==> config.mk <==
export PLATFORM = sky130hd
export DESIGN_NAME = ffia_ram
export DESIGN_NICKNAME = d
export VERILOG_FILES = /design/src/sv/first_fit_interval_allocator_defines.svh /design/src/sv/ffia_ram.sv
export SDC_FILE = /design/constraint.sdc
export NUM_CORES = 1
export LEC_CHECK = 0
export BUFFER_PORTS_ARGS = -buffer_cell sky130_fd_sc_hd__clkbuf_2
export CORE_MARGIN = 3
export CORE_UTILIZATION = 50
export DETAILED_ROUTE_END_ITERATION = 12
export GPL_TIMING_DRIVEN = 0
export PLACE_DENSITY = 0.72
export SYNTH_ARGS = -nofsm -noshare
export SYNTH_HDL_FRONTEND = slang
export SYNTH_SLANG_ARGS = --single-unit
export TNS_END_PERCENT = 20
==> constraint.sdc <==
create_clock -name clock -period 1.8 [get_ports clock]
set_input_delay 0.09 -clock clock [delete_from_list [all_inputs] [get_ports clock]]
set_output_delay 0.09 -clock clock [all_outputs]
set_load 0.005 [all_outputs]
==> src/sv/first_fit_interval_allocator_defines.svh <==
// Assertion macros used by the allocator's top-level RTL file.
// Depends on nothing; the including module must have clock and reset.
`ifndef FIRST_FIT_INTERVAL_ALLOCATOR_DEFINES_SVH
`define FIRST_FIT_INTERVAL_ALLOCATOR_DEFINES_SVH

// The consequent must hold in the same cycle as the antecedent.
`define FFIA_ASSERT_NOW(lbl, ante, cons, msg) \
   lbl: assert property (@(posedge clock) disable iff (reset) (ante) |-> (cons)) else $error(msg);

// The consequent must hold in the cycle after the antecedent.
`define FFIA_ASSERT_NEXT(lbl, ante, cons, msg) \
   lbl: assert property (@(posedge clock) disable iff (reset) (ante) |=> (cons)) else $error(msg);

`endif

==> src/sv/ffia_ram.sv <==
// Generic single-write, single-read RAM with a registered read port.
// Depends on nothing.
`default_nettype none
module ffia_ram #(
   parameter int Width = 8,
   parameter int Depth = 16
) (
   input  wire logic                     clock,
   input  wire logic                     wr_en,
   input  wire logic [$clog2(Depth)-1:0] wr_addr,
   input  wire logic [Width-1:0]         wr_data,
   input  wire logic [$clog2(Depth)-1:0] rd_addr,
   output      logic [Width-1:0]         rd_data
);

   logic [Width-1:0] mem [Depth];
   logic [Width-1:0] rd_data_ff;

   always_ff @(posedge clock) begin
      if (wr_en) begin
         mem[wr_addr] <= wr_data;
      end
      rd_data_ff <= mem[rd_addr];
   end

   assign rd_data = rd_data_ff;

endmodule
`default_nettype wire

==> flow_results.org <==
** Floorplanning
- Number of ports placed on the die boundary :: 26
- Die width :: between 100 and 150 um
- Placement Rows :: 36
- Placeable core area :: 9910 um^2
- Die Area :: 11500 um^2
- Initial cell density of the core :: about half
- Measured along the y axis, the die boundary spans 107 um.

** Finish
- Final instance area :: 6060 um^2
- Synthesis-to-layout area growth :: 17.8%
- In the layout the commonest cells are edfxtp_1, clkbuf_2, mux4_2, a22oi_1, clkbuf_16.
- Number of nets in the finished design :: about 300
- The number of antenna diodes in the final layout is 0.
- Most common library cell in the layout ignoring fill and taps :: edfxtp_1
- Cells with a size suffix above 1 make up 28.9% of the layout.

** Synth
- Summed over its instances, the top area cell type makes up 74.7% of the synthesized netlist area.
- Counting flops and latches in the post-synthesis netlist gives 136.
- Post-synth design cell area :: approximately 5000 um^2
- Cell type contributing the most total cell area after synthesis :: edfxtp_1
- By area the synthesized netlist is led by edfxtp_1, mux4_2, mux4_1.
- In this run the mean area of a mapped cell was roughly 22 um^2.
- Of the synthesized area, sequential elements account for 77.8%.
- Total number of yosys warnings :: 0
- Count of cell types in the netlist :: 19
- The cell count after synthesis came out at 229.
- Synthesis produced a netlist with a net count of between 200 and 250.

** GRT
- The first global-routing pass estimated 15400 um of wire.
- Antenna violations before repair :: 0
- The via count of the first global-routing pass came to 2559.
- GRT Total Usage :: between 10% and 20%
- Maximum number of pins on one net before global-route repair :: 17
- GRT Residual Overflow :: 0

** STA
- Final hold viol count :: 0
- Measured against its own limit, the worst slew margin works out to ~40%.
- Setup repair after global routing left no endpoint under its margin.
- The count of pins over their slew limit came to 0.
- Final min period :: 1.45 ns
- Final-layout worst hold slack :: ~0.03 ns
- For the pin with the worst max-slew slack, the measured transition is 0.899 ns.
- Across all setup checks in the final design, the least slack found is around 0.35 ns.
- Setup violations remaining at the end of the flow were counted as 0.
- Tcrit/Tclk final :: approximately four fifths
- For this run, the top clock speed supported by timing is 688 MHz.
- Final clock skew :: 0.00755 ns

** Clock network
- Number of H-tree levels :: 4
- Clock latency on the worst-skew pair :: 0.51 ns
- Max Buffers Root-to-Sink :: 2
- CTS saw 136 sinks.
- Clk slew on worst S/H paths :: ~0.060 ns
- The tree is rooted in a clkbuf_8.
- Cts bufs inserted :: 17
- TritonCTS built the clock tree.
- The number of gates resized after CTS was 0.

** Routing
- The first detailed-routing pass ran for 4 iterations.
- Vias after detailed routing :: approximately 2400
- Antenna-violating nets left :: 0
- Total routed wirelength :: 10000 um
- DRC violations left :: 0
- After the first detailed-routing iteration, the DRC count stood at between 200 and 250.
- In the final routed layout, each cell accounts on average for 23.6 um.
- Vias/cell :: 5.75

** Status
- The run finished with clean final reports.

** Place
- After detailed placement, the total cell area comes to 5440 um^2.
- Prior to clock tree synthesis, the placed netlist has a worst setup slack of -0.541 ns.
- Post-detailed-placement half-perimeter wirelength :: 6150 um
- The congestion estimate from routability-driven global placement came to 0.726.
- IO Port Bufs :: 24

** Critical path
- Slowest Stage Delay on Critical Path :: roughly 0.52 ns
- The worst setup path is launched from a flip-flop.
- Along the worst path, the maximum fanout reaches 1.
- Kind of cell with the highest combined delay on the critical path :: multiplexers
- Worst path arrival time :: 1.82 ns
- Data on the critical path is required at its endpoint by 2.16 ns.
- STA classifies the critical path endpoint as a flip-flop.
- On the critical path, the stage with the largest delay is an instance of mux4_1.
- Cell Chain, Critical Path :: mux4_1 > a22oi_1 > nand2_1
- Worst Setup Path Type :: flip-flop to flip-flop
- Count of buffering cells on the critical path with inverters included :: 0

** Hold path
- Hold Path Class :: input pin to flip-flop

** Power
- Summed over all cells, the static leakage comes to 2.05 nW.
- The worst-case IR drop observed on VDD is 709 uV.
- Power per unit of standard cell area :: 1190 nW/um^2

** Job
- Max-cap violation count :: 0
## layout make-up
class	count	area (um^2)
flip-flops and latches	136	4000
clock inverters	12	134
clock buffers	20	435
multi-input cells	83	1070
repair buffers	30	170
plain buffers	10	86.3
fillers	701	3850
well taps	133	166
## path summary, 6_finish.rpt
path                                           start             endpoint  slack, ns  cells past startpoint
worst min-delay path                      wr_data[0]  mem[3][0]$_DFFE_PP_       0.03                      1
worst min register to register  mem[11][5]$_DFFE_PP_   rd_data[5]$_DFF_P_       0.70                      3
worst max register to register   mem[1][0]$_DFFE_PP_   rd_data[0]$_DFF_P_       0.35                      3
worst max-delay path             mem[1][0]$_DFFE_PP_   rd_data[0]$_DFF_P_       0.35                      3
## routing by layer
layer  vias up  GRT usage (%)  routed length (um)
met2        86           30.0                5030
li1       1072              -                   -
met1      1266           26.5                4170
met3        14           4.44                 642
met4         0           8.21                 153
met5         -              0                   0
## worst reg2reg max path: cells and delay by family (launching register included)
family	cells	cell delay, ns
AO/OA/AOI/OAI	1	0.27
multiplexers	1	0.52
flip-flops	1	0.35
AND/OR/NAND/NOR	1	0.16
## report_power, final
part / switching, W / internal (W)
Combinational: 0.000192 / 0.000146
Clock: 0.00119 / 0.00212
Sequential: 0.0000180 / 0.00354
Total: 0.00140 / 0.00580
## sequential cells by signal (all words and copies together), names as in the netlist
name,cells
mem,128
rd_data,8
## cells by family after synthesis
logic type             share of synthesized area [%]
AO/OA/AOI/OAI                                   2.33
multiplexers                                    15.0
flip-flops                                      77.8
AND/OR/NAND/NOR                                 3.18
buffers and inverters                           1.68
## per-stage QoR
step                      total power (W)  util [%]  std cells  setup TNS [ns]
final                             0.00721      61.2        424               0
after detailed placement          0.00395      54.9        387           -6.76
after floorplan                   0.00380         -        229               0
after CTS                         0.00724      61.0        423               0
after global routing              0.00741      61.2        424               0
after global placement            0.00394      54.8        386           -5.22
## synthesized netlist by cell type
cell type / count
nand3_1: 1
mux4_1: 14
clkdlybuf4s25_2: 3
nor2_1: 13
mux4_2: 18
nand2b_1: 2
nand3b_1: 2
and2_1: 1
dfxtp_1: 8
edfxtp_1: 128
nor3_1: 4
nor2b_1: 1
buf_6: 3
nand2_1: 9
and2b_1: 1
buf_4: 1
a22oi_1: 16
or3b_2: 1
buf_2: 3
## repair_timing
item                                    4_1_cts  5_1_grt
endpoints found under the setup margin        0        0
setup buffers                                 0        0
hold endpoints to repair                     36        0
hold buffers                                  4        0
Power figures use the tool's default switching activity.
