--- config.mk ---
export PLATFORM = sky130hd
export DESIGN_NAME = ffia_cell
export DESIGN_NICKNAME = d
export VERILOG_FILES = /design/src/sv/first_fit_interval_allocator_defines.svh /design/src/sv/ffia_pkg.sv /design/src/sv/ffia_cell.sv
export SDC_FILE = /design/constraint.sdc
export NUM_CORES = 1
export LEC_CHECK = 0
export BUFFER_PORTS_ARGS = -buffer_cell sky130_fd_sc_hd__buf_2
export CORE_ASPECT_RATIO = 0.8
export CORE_UTILIZATION = 40
export CTS_BUF_LIST = sky130_fd_sc_hd__clkbuf_4
export DETAILED_ROUTE_END_ITERATION = 6
export PLACE_DENSITY = 0.71
export REMOVE_ABC_BUFFERS = 1
export SYNTH_ARGS = -nofsm -noshare
export SYNTH_HDL_FRONTEND = slang
export SYNTH_SLANG_ARGS = --single-unit
--- constraint.sdc ---
create_clock -name clock -period 12.5 [get_ports clock]
set_input_delay 2.5 -clock clock [delete_from_list [all_inputs] [get_ports clock]]
set_output_delay 2.5 -clock clock [all_outputs]
set_load 0.01 [all_outputs]
--- src/sv/first_fit_interval_allocator_defines.svh ---
// Assertion macros used by the allocator's top-level RTL file.
// Depends on nothing; the including module must have clock and reset.
`ifndef FIRST_FIT_INTERVAL_ALLOCATOR_DEFINES_SVH
`define FIRST_FIT_INTERVAL_ALLOCATOR_DEFINES_SVH

// The consequent must hold in the same cycle as the antecedent.
`define FFIA_ASSERT_NOW(lbl, ante, cons, msg) \
   lbl: assert property (@(posedge clock) disable iff (reset) (ante) |-> (cons)) else $error(msg);

// The consequent must hold in the cycle after the antecedent.
`define FFIA_ASSERT_NEXT(lbl, ante, cons, msg) \
   lbl: assert property (@(posedge clock) disable iff (reset) (ante) |=> (cons)) else $error(msg);

`endif

--- src/sv/ffia_pkg.sv ---
// Shared types, codes and constants of the first-fit interval allocator.
// Depends on nothing; used by the top-level module and by ffia_cell.
`default_nettype none
package ffia_pkg;

   localparam int AddrBits       = 16;
   localparam int ReqNumBits     = 10;
   localparam int DefMaxRequests = 1024;
   localparam int DefMaxFreeRuns = 512;
   localparam int CsrAddrBits    = 2;
   localparam int CsrDataBits    = 32;

   localparam logic [AddrBits-1:0]    MemSizeReset   = 16'hFFFF;
   localparam logic [CsrAddrBits-1:0] CsrMemSizeAddr = 2'd0;

   localparam logic FUNC_ALLOC = 1'b0;
   localparam logic FUNC_FREE  = 1'b1;

   localparam logic [1:0] MODE_ALLOC = 2'd0;
   localparam logic [1:0] MODE_FREE  = 2'd1;
   localparam logic [1:0] MODE_SHL   = 2'd2;
   localparam logic [1:0] MODE_SHR   = 2'd3;

   typedef struct packed {
      logic                  func;
      logic [AddrBits-1:0]   block_size;
      logic [ReqNumBits-1:0] request_number;
   } req_type;

   typedef struct packed {
      logic [AddrBits-1:0] start_address;
      logic                rejected;
   } rsp_type;

   typedef struct packed {
      logic                valid;
      logic [AddrBits-1:0] first;
      logic [AddrBits-1:0] last;
   } run_type;

   typedef struct packed {
      logic                valid;
      logic [1:0]          mode;
      logic [AddrBits-1:0] a;
      logic [AddrBits-1:0] hi;
      logic [AddrBits-1:0] prev_last;
      logic                has_prev;
      logic [AddrBits-1:0] start;
      logic                inc;
      logic                dec;
   } tok_type;

   typedef struct packed {
      logic                valid;
      logic                fail;
      logic [AddrBits-1:0] start;
      logic                inc;
      logic                dec;
   } done_type;

   typedef struct packed {
      logic                valid;
      logic [AddrBits-1:0] last;
   } wr_type;

   typedef struct packed {
      logic                live;
      logic [AddrBits-1:0] first;
      logic [AddrBits-1:0] last;
   } grant_type;

endpackage
`default_nettype wire

--- src/sv/ffia_cell.sv ---
// One cell of the free-run chain: holds one free run and acts on the passing token.
// Depends on ffia_pkg.
`default_nettype none
module ffia_cell (
   input  wire logic               clock,
   input  wire logic               reset,
   input  wire logic               init,
   input  wire ffia_pkg::run_type  init_run,
   input  wire logic               full,
   input  wire ffia_pkg::tok_type  tok_in,
   output      ffia_pkg::tok_type  tok_out,
   input  wire ffia_pkg::run_type  next_run,
   output      ffia_pkg::run_type  run_out,
   input  wire ffia_pkg::wr_type   next_wr,
   output      ffia_pkg::wr_type   prev_wr,
   output      ffia_pkg::done_type done_out
);

   ffia_pkg::run_type  run_ff, run_in;
   ffia_pkg::tok_type  tok_ff, tok_in_n;
   ffia_pkg::done_type done_ff, done_in;
   ffia_pkg::wr_type   pwr;

   logic [ffia_pkg::AddrBits:0]   len;
   logic [ffia_pkg::AddrBits-1:0] hi_a;
   logic                          jp, jn;

   always_comb begin
      run_in   = run_ff;
      tok_in_n = tok_in;
      tok_in_n.valid = 1'b0;
      done_in  = '0;
      pwr      = '0;
      len  = {1'b0, run_ff.last} - {1'b0, run_ff.first} + 17'd1;
      hi_a = run_ff.first + tok_in.a - 16'd1;
      jp   = tok_in.has_prev && ({1'b0, tok_in.prev_last} + 17'd1 == {1'b0, tok_in.a});
      jn   = run_ff.valid && ({1'b0, tok_in.hi} + 17'd1 == {1'b0, run_ff.first});
      if (init) begin
         run_in = init_run;
      end else if (tok_in.valid) begin
         done_in.start = tok_in.start;
         done_in.inc   = tok_in.inc;
         done_in.dec   = tok_in.dec;
         unique case (tok_in.mode)
            ffia_pkg::MODE_ALLOC: begin
               if (!run_ff.valid) begin
                  done_in.valid = 1'b1;
                  done_in.fail  = 1'b1;
               end else if (len >= {1'b0, tok_in.a}) begin
                  done_in.start  = run_ff.first;
                  tok_in_n.start = run_ff.first;
                  if (run_ff.last != hi_a) begin
                     run_in.first  = hi_a + 16'd1;
                     done_in.valid = 1'b1;
                  end else begin
                     run_in        = next_run;
                     done_in.dec   = 1'b1;
                     tok_in_n.dec  = 1'b1;
                     tok_in_n.mode = ffia_pkg::MODE_SHL;
                     tok_in_n.valid = next_run.valid;
                     done_in.valid  = !next_run.valid;
                  end
               end else begin
                  tok_in_n.valid = 1'b1;
               end
            end
            ffia_pkg::MODE_SHL: begin
               run_in         = next_run;
               tok_in_n.valid = next_run.valid;
               done_in.valid  = !next_run.valid;
            end
            ffia_pkg::MODE_FREE: begin
               if (run_ff.valid && run_ff.first <= tok_in.hi) begin
                  tok_in_n.valid     = 1'b1;
                  tok_in_n.prev_last = run_ff.last;
                  tok_in_n.has_prev  = 1'b1;
               end else if (jp && jn) begin
                  pwr.valid      = 1'b1;
                  pwr.last       = run_ff.last;
                  run_in         = next_run;
                  done_in.dec    = 1'b1;
                  tok_in_n.dec   = 1'b1;
                  tok_in_n.mode  = ffia_pkg::MODE_SHL;
                  tok_in_n.valid = next_run.valid;
                  done_in.valid  = !next_run.valid;
               end else if (jp) begin
                  pwr.valid     = 1'b1;
                  pwr.last      = tok_in.hi;
                  done_in.valid = 1'b1;
               end else if (jn) begin
                  run_in.first  = tok_in.a;
                  done_in.valid = 1'b1;
               end else if (full) begin
                  done_in.valid = 1'b1;
                  done_in.fail  = 1'b1;
               end else begin
                  run_in.valid   = 1'b1;
                  run_in.first   = tok_in.a;
                  run_in.last    = tok_in.hi;
                  done_in.inc    = 1'b1;
                  tok_in_n.inc   = 1'b1;
                  tok_in_n.mode  = ffia_pkg::MODE_SHR;
                  tok_in_n.a     = run_ff.first;
                  tok_in_n.hi    = run_ff.last;
                  tok_in_n.valid = run_ff.valid;
                  done_in.valid  = !run_ff.valid;
               end
            end
            ffia_pkg::MODE_SHR: begin
               run_in.valid   = 1'b1;
               run_in.first   = tok_in.a;
               run_in.last    = tok_in.hi;
               tok_in_n.a     = run_ff.first;
               tok_in_n.hi    = run_ff.last;
               tok_in_n.valid = run_ff.valid;
               done_in.valid  = !run_ff.valid;
            end
            default: begin
               done_in.valid = 1'b0;
            end
         endcase
      end else if (next_wr.valid) begin
         run_in.last = next_wr.last;
      end
   end

   always_ff @(posedge clock) begin
      run_ff <= run_in;
      if (reset || init) begin
         tok_ff  <= '0;
         done_ff <= '0;
      end else begin
         tok_ff  <= tok_in_n;
         done_ff <= done_in;
      end
   end

   assign tok_out  = tok_ff;
   assign run_out  = run_ff;
   assign prev_wr  = pwr;
   assign done_out = done_ff;

endmodule
`default_nettype wire
==> impl_summary.txt, run 1 <==
----------------------------------------------------
[STA]
  Final clock period utilization by the worst path ... 66.47%
  RSZ-0062 raised after global routing ... no
  Post-layout minimum cycle time ... 8.309 ns
  Post-layout worst setup margin ... 4.191 ns
  Highest attainable clock frequency ... 120.4 MHz
  Transition at the pin with the smallest max-transition slack ... 1.300 ns
  Final count of negative-setup-slack endpoints ... 0
  Slew margin rel. ... 12.20%
  Worst-case hold slack ... 0.6980 ns
  Final count of pins violating max slew ... 0
  Clock skew after layout ... 0.04176 ns
  Final number of hold-violating endpoints ... 0
  Sum of negative setup slack ... 0 ns

[Synthesis]
  Fraction of registers with async set/reset ... 0%
  Average footprint of a synthesized cell ... 7.973 sq um
  Post-synthesis share of cell area spent on and, or, nand and nor gates ... 19.28%
  Multiplexer area fraction after synthesis ... 6.560%
  Count of state elements after synthesis ... 123
  Number of distinct standard cells referenced by the synthesized netlist ... 86
  Flip-flop cell with the highest count after synthesis ... sky130_fd_sc_hd__dfxtp_1
  Adder-cell share of the synthesized area ... 11.13%
  Number of enable-type register cells in the synthesized netlist ... 33
  Synthesized area ... 11040 sq um
  Dominant combinational cell family by area after synthesis ... compound AO/OA/AOI/OAI gates
  Fraction of the mapped netlist area in compound gates ... 24.26%
  Count of synthesis-stage warnings from yosys ... 0
  Cells after synthesis ... 1385
  Xor and xnor fraction of the mapped netlist area ... 6.809%
  Share of synthesized area occupied by flip-flops and latches ... 25.29%

[Global routing]
  Global-route wire length before repair ... 70190 um
  Vias in the first global route ... 10.89k
  Initial antenna violation count ... 2
  Total global routing overflow ... 0
  Largest net degree at the start of global routing ... 49
  Global-route usage over all layers ... 33.68%

[Flow run]
  Max cap viols ... 0

[Critical path]
  Worst path most repeated cell ... sky130_fd_sc_hd__buf_2
  Standard cell with the maximum stage delay on the critical path ... sky130_fd_sc_hd__or4_1
  Cell breakdown of the critical path ... buf_2, and3_1, xnor2_1, or3_1, a211oi_1, nand4_1, or2_2, or4_1, nor2_1, buf_2
  Required time of the worst setup path ... 10.00 ns
  Crit path launch ... tok_in[21]
  Worst reg2reg path startpoint ... run_out[18]
  FF-to-FF path depth ... 23
  Family with the most delay on the worst path ... simple AND/OR/NAND/NOR gates
  Number of stages on the worst setup path ... 10
  Critical path start-end classification ... in -> out
  Critical path capture point ... prev_wr[6]
  Arrival time worst endpoint ... 5.81 ns
  Endpoint kind of the worst setup timing path ... output pin
  Buffers and inverters on the worst path ... 2
  Max Fanout on Critical Path ... 17
  Sort of element at the start of the critical path ... input pin
  Flop2flop setup slack ... 5.84 ns
  CP peak stage delay ... 0.96 ns
  Critical R2R Capture ... tok_out[13]

[Clocking]
  Number of post-CTS setup repair buffers ... 0
  CTS Hold Buffers Added ... 0
  CTS Sinks ... 123
  Count of instances resized after the clock tree is built ... 0
  H-tree lvl count ... 4
  Bufs on Longest Clock Path ... 2
  CTS clock-pin slew for the worst setup and hold paths ... 0.14 ns
  Root buffer selected by CTS ... sky130_fd_sc_hd__clkbuf_4
  CTS tree ... yes
  Clock insertion delay at the later pin of the skew report ... 0.61 ns
  Number of buffers added by the clock tree synthesis step ... 17

[Power and ir drop]
  Maximum resistive drop on vdd ... 59.72 uV
  Final total power ... 1664 uW
  Total power density per cell area ... 127.2 nW/um^2
  Leakage power ... 0.006176 uW

[Placement]
  Routability cong. ... 0.9691
  Worst slack after detailed placement ... 4.186 ns
  HPWL reported at the end of detailed placement ... 37590 um
  Number of input and output port buffers inserted ... 296

[Status]
  Outcome ... complete, no violations

[Die]
  Total I/O pin count ... 297
  Number of standard-cell rows in the floorplan ... 54
  DIE WIDTH ... 187.8 um
  Floorplan Core Area ... 27230 sq um
  Area of the die ... 28280 sq um
  Height of the die ... 150.6 um
  Initial standard-cell utilization of the core ... 40.56%

[Routing]
  Via Count ... 12.30k
  Wire per inst ... 24.33 um
  DRC errors left ... 0
  Total detailed-routing wirelength ... 49190 um
  Via-to-Cell Ratio ... 6.084
  Initial DRC Count ... 1138
  Post-route antenna net violation count ... 0
  TritonRoute pass-1 iters ... 7

[Cells and area]
  Fill cell count ... 2783
  Area growth from synthesis to layout ... 18.48%
  Proportion of layout cells with a drive suffix above 1 ... 23.35%
  Nets@finish ... 1895

[Worst hold path]
  Hold crit path type ... reg -> reg

----------------------------------------------------
==> cells by family after synthesis <==
| logic type | after synthesis |
|---|---|
| and+or+nand+nor | 438 |
| AOI/OAI and AO/OA | 391 |
| buffers and inverters | 185 |
| DFF | 123 |
| adders and majority gates | 97 |
| xor gates and xnor gates | 81 |
| muxes | 70 |
==> synth_stat cells (11+ instances only) <==
master                       n  share of area (%)
sky130_fd_sc_hd__nor2_1    121                4.1
sky130_fd_sc_hd__nand2_1   118                4.0
sky130_fd_sc_hd__inv_1     106                3.6
sky130_fd_sc_hd__ha_1       95                 11
sky130_fd_sc_hd__a21oi_1    92                4.2
sky130_fd_sc_hd__dfxtp_1    90                 16
sky130_fd_sc_hd__o21ai_0    81                3.7
sky130_fd_sc_hd__clkbuf_1   54                1.8
sky130_fd_sc_hd__mux2i_1    51                4.6
sky130_fd_sc_hd__xnor2_1    49                3.9
sky130_fd_sc_hd__nand3_1    48                2.2
sky130_fd_sc_hd__edfxtp_1   33                9.0
sky130_fd_sc_hd__nor3_1     32                1.5
sky130_fd_sc_hd__xor2_1     29                2.3
sky130_fd_sc_hd__nand4_1    22                1.2
sky130_fd_sc_hd__a22oi_1    21                1.4
sky130_fd_sc_hd__mux2_2     19                1.9
sky130_fd_sc_hd__a21o_1     18                1.2
sky130_fd_sc_hd__a22o_1     18                1.4
sky130_fd_sc_hd__buf_2      15               0.68
sky130_fd_sc_hd__a31oi_1    14               0.79
sky130_fd_sc_hd__a211oi_1   13               0.88
sky130_fd_sc_hd__and3_1     13               0.74
sky130_fd_sc_hd__a221oi_1   11               0.87
sky130_fd_sc_hd__nand2b_1   11               0.62
sky130_fd_sc_hd__nor4_1     11               0.62
sky130_fd_sc_hd__o211ai_1   11               0.75
sky130_fd_sc_hd__o21a_1     11               0.75
==> placed cells by master, fill, tap and decap left out, drive strengths merged, types with 13 or more instances in the layout <==
cell type / Yosys / layout
a22o: 18 / 18
mux2i: 51 / 51
xor2: 29 / 29
nor2: 121 / 121
and3: 14 / 14
nand4: 22 / 22
a21o: 18 / 18
a22oi: 21 / 21
mux2: 19 / 19
a31oi: 14 / 14
dfxtp: 90 / 90
edfxtp: 33 / 33
a21oi: 92 / 92
nor3: 32 / 32
ha: 95 / 95
buf: 22 / 314
inv: 106 / 110
nand3: 48 / 48
nand2: 118 / 118
o21ai: 81 / 81
a211oi: 13 / 13
xnor2: 49 / 49
clkbuf: 55 / 18
==> layer usage <==
metal | vias to the layer above | global-route usage [%] | wire [um]
met5 | - | 0 | 0
met3 | 98 | 7.879 | 5317
met2 | 725 | 50.69 | 20640
met1 | 5872 | 46.78 | 21550
li1 | 5606 | - | -
met4 | 0 | 11.99 | 1682
==> cell type report <==
class | count | area (sq um) | share of cell area (%)
inverter | 108 | 405.4 | 3.098
clock buffer | 18 | 135.1 | 1.033
clock inverter | 13 | 123.9 | 0.9467
multi-input combinational | 1077 | 7542 | 57.65
antenna | 5 | 12.51 | 0.09563
timing repair buffer | 314 | 1617 | 12.36
sequential | 123 | 2793 | 21.34
tap | 364 | 455.4 | 3.481
==> per-stage QoR <==
step,instance area (sq um),utilization [%],instances
floorplan,10710,-,1308
global placement,12810,47.05,1986
detailed placement,12810,47.05,1986
CTS,13070,48.01,2017
global route,13080,48.05,2022
finish,13080,48.05,2022
==> power breakdown <==
group | internal [uW] | switching, uW | leakage (uW)
sequential | 443 | 61.3 | 0.00107
combinational | 340 | 528 | 0.00495
clock | 118 | 174 | 0.000150
==> state kept, by name, indices dropped and copies added, names as in the netlist <==
signal,count
tok_out,70
run_out,33
done_out,20
==> worst min-delay path by stage <==
stage | startpoint | endpoint | cells past startpoint | slack (ns)
floorplan | run_out[16] | tok_out[51] | 1 | 0.61
global placement | run_out[32] | done_out[19] | 1 | 0.63
detailed placement | run_out[32] | done_out[19] | 1 | 0.64
CTS | run_out[32] | done_out[19] | 1 | 0.68
global route | run_out[15] | tok_out[50] | 2 | 0.71
finish | run_out[32] | done_out[19] | 1 | 0.70
No activity file was read; power rests on OpenSTA's default activity.
==> run 2: changes to the inputs <==
- clock period: 12.5 -> 7.8 ns (I/O delays scaled with it)
==> run 2 against run 1 <==
Net effect:
- the run now ends with DRC left
- critical path depth unchanged
- die area unchanged
- clock skew decreased by 0.0016 ns
- cell area increased by 0.27%
- routed wire length about the same
- clock power increased by 53%
- non-clock buffer count increased by 6
- count of clock-buffer cells in the layout decreased by 1
- global-route usage increased by 0.052 points
- sequential share of layout area decreased by 0.057 points
- largest power group unchanged
- sequential cell count unchanged
- worst setup slack got worse by 2.8 ns
==> impl_summary.txt, run 2 (synthesized netlist as in run 1, its figures left out) <==
----------------------------------------------------
[Power and ir drop]
  Total power density per cell area ... 202.1 nW/um^2
  Maximum resistive drop on vdd ... 107.2 uV
  Leakage power ... 0.006200 uW

[STA]
  Post-layout worst setup margin ... 1.370 ns
  Highest attainable clock frequency ... 155.5 MHz
  Final clock period utilization by the worst path ... 82.44%
  Post-layout minimum cycle time ... 6.430 ns
  Worst-case hold slack ... 0.6440 ns
  Transition at the pin with the smallest max-transition slack ... 1.174 ns
  Final number of hold-violating endpoints ... 0
  Sum of negative setup slack ... 0 ns
  Final count of pins violating max slew ... 0
  Slew margin rel. ... 21.43%
  Final count of negative-setup-slack endpoints ... 0
  Clock skew after layout ... 0.04017 ns
  RSZ-0062 raised after global routing ... no

[Critical path]
  Arrival time worst endpoint ... 4.87 ns
  Critical path start-end classification ... in -> out
  Required time of the worst setup path ... 6.24 ns
  Max Fanout on Critical Path ... 17
  Endpoint kind of the worst setup timing path ... output pin
  Sort of element at the start of the critical path ... input pin

[Clocking]
  Clock insertion delay at the later pin of the skew report ... 0.62 ns
  Root buffer selected by CTS ... sky130_fd_sc_hd__clkbuf_4
  Bufs on Longest Clock Path ... 2
  CTS tree ... yes
  Number of buffers added by the clock tree synthesis step ... 17
  Count of instances resized after the clock tree is built ... 0
  CTS Sinks ... 123
  CTS clock-pin slew for the worst setup and hold paths ... 0.13 ns
  H-tree lvl count ... 4
  CTS Hold Buffers Added ... 0
  Number of post-CTS setup repair buffers ... 0

[Worst hold path]
  Hold crit path type ... reg -> reg

[Cells and area]
  Proportion of layout cells with a drive suffix above 1 ... 23.80%
  Nets@finish ... 1901
  Final design utilization ... 48.18%
  Most common library cell in the layout ignoring fill and taps ... sky130_fd_sc_hd__buf_2
  Post-route cell area ... 13120 sq um
  Area growth from synthesis to layout ... 18.80%
  Most used cells in the layout excluding fill and tap cells ... 296 x sky130_fd_sc_hd__buf_2, 120 x sky130_fd_sc_hd__nor2_1, 118 x sky130_fd_sc_hd__nand2_1, 106 x sky130_fd_sc_hd__inv_1, 95 x sky130_fd_sc_hd__ha_1
  Flip-flop count of the largest register after layout ... 70

[Placement]
  Worst slack after detailed placement ... 1.366 ns
  Routability cong. ... 0.9925
  Placed cell areas ... 12860 sq um
  Number of input and output port buffers inserted ... 296
  HPWL reported at the end of detailed placement ... 37990 um

[Global routing]
  Global-route usage over all layers ... 33.73%
  Global-route wire length before repair ... 70700 um
  Initial antenna violation count ... 2
  Vias in the first global route ... 11.23k
  Largest net degree at the start of global routing ... 49
  Total global routing overflow ... 0

[Routing]
  TritonRoute pass-1 iters ... 7
  Total detailed-routing wirelength ... 49200 um
  DRC errors left ... 2
  Post-route antenna net violation count ... 0
  Initial DRC Count ... 1300
  Via Count ... 12.34k
  Wire per inst ... 24.26 um
  Via-to-Cell Ratio ... 6.083

[Die]
  Initial standard-cell utilization of the core ... 40.56%
  DIE WIDTH ... 187.8 um
  Area of the die ... 28280 sq um
  Height of the die ... 150.6 um
  Floorplan Core Area ... 27230 sq um
  Number of standard-cell rows in the floorplan ... 54
  Total I/O pin count ... 297

[Status]
  Outcome ... complete, but fails checks
  Violated checks ... DRC

[Flow run]
  Max cap viols ... 0

----------------------------------------------------
## run 2: area by class of cell
class | count | area (sq um)
diodes | 4 | 10.01
clock buffers | 17 | 127.6
clock inverters | 15 | 123.9
fillers | 2695 | 14110
inverters | 108 | 405.4
multi-input cells | 1077 | 7542
flip-flops and latches | 123 | 2793
well taps | 364 | 455.4
repair buffers | 320 | 1662
## run 2: worst max-delay path: stages
cell,delay [ns]
sky130_fd_sc_hd__buf_2,0.21
sky130_fd_sc_hd__and3_1,0.35
sky130_fd_sc_hd__xnor2_1,0.12
sky130_fd_sc_hd__or3_1,0.36
sky130_fd_sc_hd__a211oi_1,0.39
sky130_fd_sc_hd__nand4_1,0.17
sky130_fd_sc_hd__or2_2,0.36
sky130_fd_sc_hd__or4_1,0.96
sky130_fd_sc_hd__nor2_1,0.24
sky130_fd_sc_hd__buf_2,0.15
## run 2: metrics by stage
| step | std cells | total power, uW |
|---|---|---|
| floorplan | 1308 | 1678 |
| global placement | 1992 | 2170 |
| detailed placement | 1992 | 2173 |
| CTS | 2024 | 2619 |
| global route | 2028 | 2804 |
| finish | 2028 | 2651 |
## run 2: per-layer routing
layer | GRT usage, % | part of all wire, % | up-vias
li1 | - | - | 5612
met1 | 47.20 | 44 | 5871
met5 | 0 | 0 | -
met3 | 7.110 | 10 | 103
met4 | 10.98 | 3.0 | 0
met2 | 51.39 | 43 | 751
## run 2: path summary, 6_finish.rpt
| check | from | endpoint | slack [ns] | depth (start not counted) |
|---|---|---|---|---|
| worst max-delay path | tok_in[21] | prev_wr[4] | 1.37 | 10 |
| worst min register to register | run_out[32] | done_out[19] | 0.64 | 1 |
| worst min-delay path | run_out[32] | done_out[19] | 0.64 | 1 |
| worst max register to register | run_out[1] | run_out[28] | 1.69 | 25 |
## run 2: power by group
part	internal, uW	switching, uW
clock network	157	289
registers	710	89.4
logic	548	858
total	1410	1240
==> run 3: changes to the inputs <==
- clock period: 7.8 -> 6.6 ns (I/O delays scaled with it)
==> run 3 against run 2 <==
Net effect:
- the run now ends clean
- count of clock-buffer cells in the layout rose by 1
- routed wire length up 2.2%
- sequential share of layout area shrank 0.26 points
- register-to-register slack worse by 1.2 ns
- critical path type is now reg -> reg
- critical endpoint is now run_out[1]
- largest power group unchanged
==> impl_summary.txt, run 3 (synthesized netlist as in run 1, its figures left out) <==
----------------------------------------------------
[Power and ir drop]
  Total power density per cell area ... 245.4 nW/um^2
  Leakage power ... 0.006300 uW
  Proportion of power drawn by combinational gates ... 53.3%
  Register share of total power ... 28.0%
  Clock share of power ... 18.7%
  Psw ... 1485 uW
  Net switching share of the total power ... 45.56%
  Maximum resistive drop on vdd ... 110.9 uV
  Total internal power ... 1775 uW

[STA]
  RSZ-0062 raised after global routing ... no
  Slew margin rel. ... 24.42%
  Final number of hold-violating endpoints ... 0
  Post-layout minimum cycle time ... 6.105 ns
  Final count of pins violating max slew ... 0
  Post-layout worst setup margin ... 0.4950 ns
  Clock skew after layout ... 0.03234 ns
  Highest attainable clock frequency ... 163.8 MHz
  Transition at the pin with the smallest max-transition slack ... 1.130 ns
  Final count of negative-setup-slack endpoints ... 0
  Final clock period utilization by the worst path ... 92.50%
  Sum of negative setup slack ... 0 ns

[Global routing]
  Initial antenna violation count ... 2
  Total global routing overflow ... 0
  Largest net degree at the start of global routing ... 49
  Global-route usage over all layers ... 34.39%
  Vias in the first global route ... 11.12k
  Global-route wire length before repair ... 71480 um

[Die]
  Floorplan Core Area ... 27230 sq um
  Number of standard-cell rows in the floorplan ... 54
  Total I/O pin count ... 297
  Height of the die ... 150.6 um
  Initial standard-cell utilization of the core ... 40.56%
  Area of the die ... 28280 sq um
  DIE WIDTH ... 187.8 um

[Worst hold path]
  Hold crit path type ... reg -> reg
  Hold path startpoint ... run_out[32]
  Worst Hold Path Cells ... 1
  Worst hold endpoint ... done_out[19]

[Critical path]
  Max Fanout on Critical Path ... 16
  Required time of the worst setup path ... 6.92 ns
  Sort of element at the start of the critical path ... register
  Endpoint kind of the worst setup timing path ... register
  FF-to-FF path depth ... 24
  Flop2flop setup slack ... 0.49 ns
  Worst reg2reg path startpoint ... run_out[16]
  Critical R2R Capture ... run_out[1]
  Critical path start-end classification ... reg -> reg
  Arrival time worst endpoint ... 6.42 ns

[Routing]
  Total detailed-routing wirelength ... 50290 um
  Via-to-Cell Ratio ... 6.149
  Wire per inst ... 24.64 um
  Via Count ... 12.55k
  TritonRoute pass-1 iters ... 5
  DRC errors left ... 0
  Post-route antenna net violation count ... 0
  Initial DRC Count ... 1626

[Cells and area]
  Flip-flop count of the largest register after layout ... 70
  Proportion of layout cells with a drive suffix above 1 ... 24.58%
  Nets@finish ... 1917
  Area growth from synthesis to layout ... 20.29%
  Most common library cell in the layout ignoring fill and taps ... sky130_fd_sc_hd__buf_2
  Fill cell count ... 2696
  Most used cells in the layout excluding fill and tap cells ... 296 x sky130_fd_sc_hd__buf_2, 120 x sky130_fd_sc_hd__nor2_1, 118 x sky130_fd_sc_hd__nand2_1, 106 x sky130_fd_sc_hd__inv_1, 95 x sky130_fd_sc_hd__ha_1
  Final design utilization ... 48.79%

[Clocking]
  Bufs on Longest Clock Path ... 2
  CTS clock-pin slew for the worst setup and hold paths ... 0.14 ns
  Count of instances resized after the clock tree is built ... 0
  Root buffer selected by CTS ... sky130_fd_sc_hd__clkbuf_4
  CTS Sinks ... 123
  H-tree lvl count ... 4
  CTS tree ... yes
  CTS Hold Buffers Added ... 0
  Number of post-CTS setup repair buffers ... 0
  Clock insertion delay at the later pin of the skew report ... 0.60 ns
  Number of buffers added by the clock tree synthesis step ... 17

[Flow run]
  Max cap viols ... 0

[Placement]
  Worst slack after detailed placement ... 0.6801 ns
  HPWL reported at the end of detailed placement ... 38720 um
  Routability cong. ... 0.9930
  Number of input and output port buffers inserted ... 296

[Status]
  Outcome ... complete, no violations

----------------------------------------------------
==> run 3: worst max path at each step <==
stage          depth (start not counted)   startpoint           to
6_report                              24  run_out[16]   run_out[1]
5_1_grt                               24  run_out[16]   run_out[1]
4_1_cts                               10   tok_in[21]   prev_wr[0]
3_5_place_dp                          10   tok_in[21]   prev_wr[0]
3_3_place_gp                          10   tok_in[26]   prev_wr[0]
2_1_floorplan                         23  run_out[17]  tok_out[10]
==> run 3: worst max-delay path: stages (launching register included) <==
cell and delay, ns:
sky130_fd_sc_hd__edfxtp_1 0.52, sky130_fd_sc_hd__inv_1 0.20, sky130_fd_sc_hd__ha_1 0.22, sky130_fd_sc_hd__ha_1 0.18, sky130_fd_sc_hd__inv_1 0.06, sky130_fd_sc_hd__fa_1 0.40, sky130_fd_sc_hd__nor2b_1 0.12, sky130_fd_sc_hd__o21ai_0 0.12
sky130_fd_sc_hd__a21boi_0 0.27, sky130_fd_sc_hd__o21ai_0 0.19, sky130_fd_sc_hd__a21boi_0 0.38, sky130_fd_sc_hd__o21ai_0 0.19, sky130_fd_sc_hd__a31oi_1 0.26, sky130_fd_sc_hd__nor2_1 0.08, sky130_fd_sc_hd__xnor2_1 0.14, sky130_fd_sc_hd__ha_1 0.33
sky130_fd_sc_hd__o22ai_1 0.09, sky130_fd_sc_hd__a31o_2 0.22, sky130_fd_sc_hd__a211oi_1 0.26, sky130_fd_sc_hd__o31ai_1 0.19, sky130_fd_sc_hd__and3_1 0.25, sky130_fd_sc_hd__nor2_1 0.28, sky130_fd_sc_hd__o21ai_0 0.15, sky130_fd_sc_hd__buf_4 0.22
sky130_fd_sc_hd__o21ai_0 0.51
==> run 3: metal layers <==
metal | wire, um | up-vias | track usage [%]
met3 | 6043 | 121 | 9.767
met4 | 1740 | 2 | 12.52
met2 | 21000 | 865 | 50.61
met1 | 21500 | 5915 | 47.48
li1 | - | 5647 | -
met5 | 11 | - | 0
==> run 3: power groups by stage <==
stage | Combinational [uW] | Clock [uW] | Sequential (uW)
floorplan | 1050 | 0 | 936
CTS | 1690 | 620 | 906
global placement | 1670 | 0 | 923
detailed placement | 1670 | 0 | 923
global route | 1860 | 652 | 913
finish | 1740 | 610 | 911
==> run 3: area by class of cell <==
cell class	count	area [sq um]	share of cell area (%)
multi-input combinational	1077	7542	56.78
clock buffer	18	135.1	1.017
sequential	123	2793	21.02
timing repair buffer	336	1782	13.41
inverter	108	405.4	3.052
antenna	1	2.502	0.01884
tap	364	455.4	3.428
clock inverter	14	168.9	1.272
==> run 3: per-stage QoR <==
step                instance area, sq um  total power (uW)  std cells  hold slack [ns]
floorplan                          10710              1983       1308           0.6057
global placement                   12980              2593       2008           0.6318
detailed placement                 12980              2597       2008           0.6407
CTS                                13280              3213       2040           0.6516
global route                       13280              3428       2041           0.6899
finish                             13280              3260       2041           0.6843
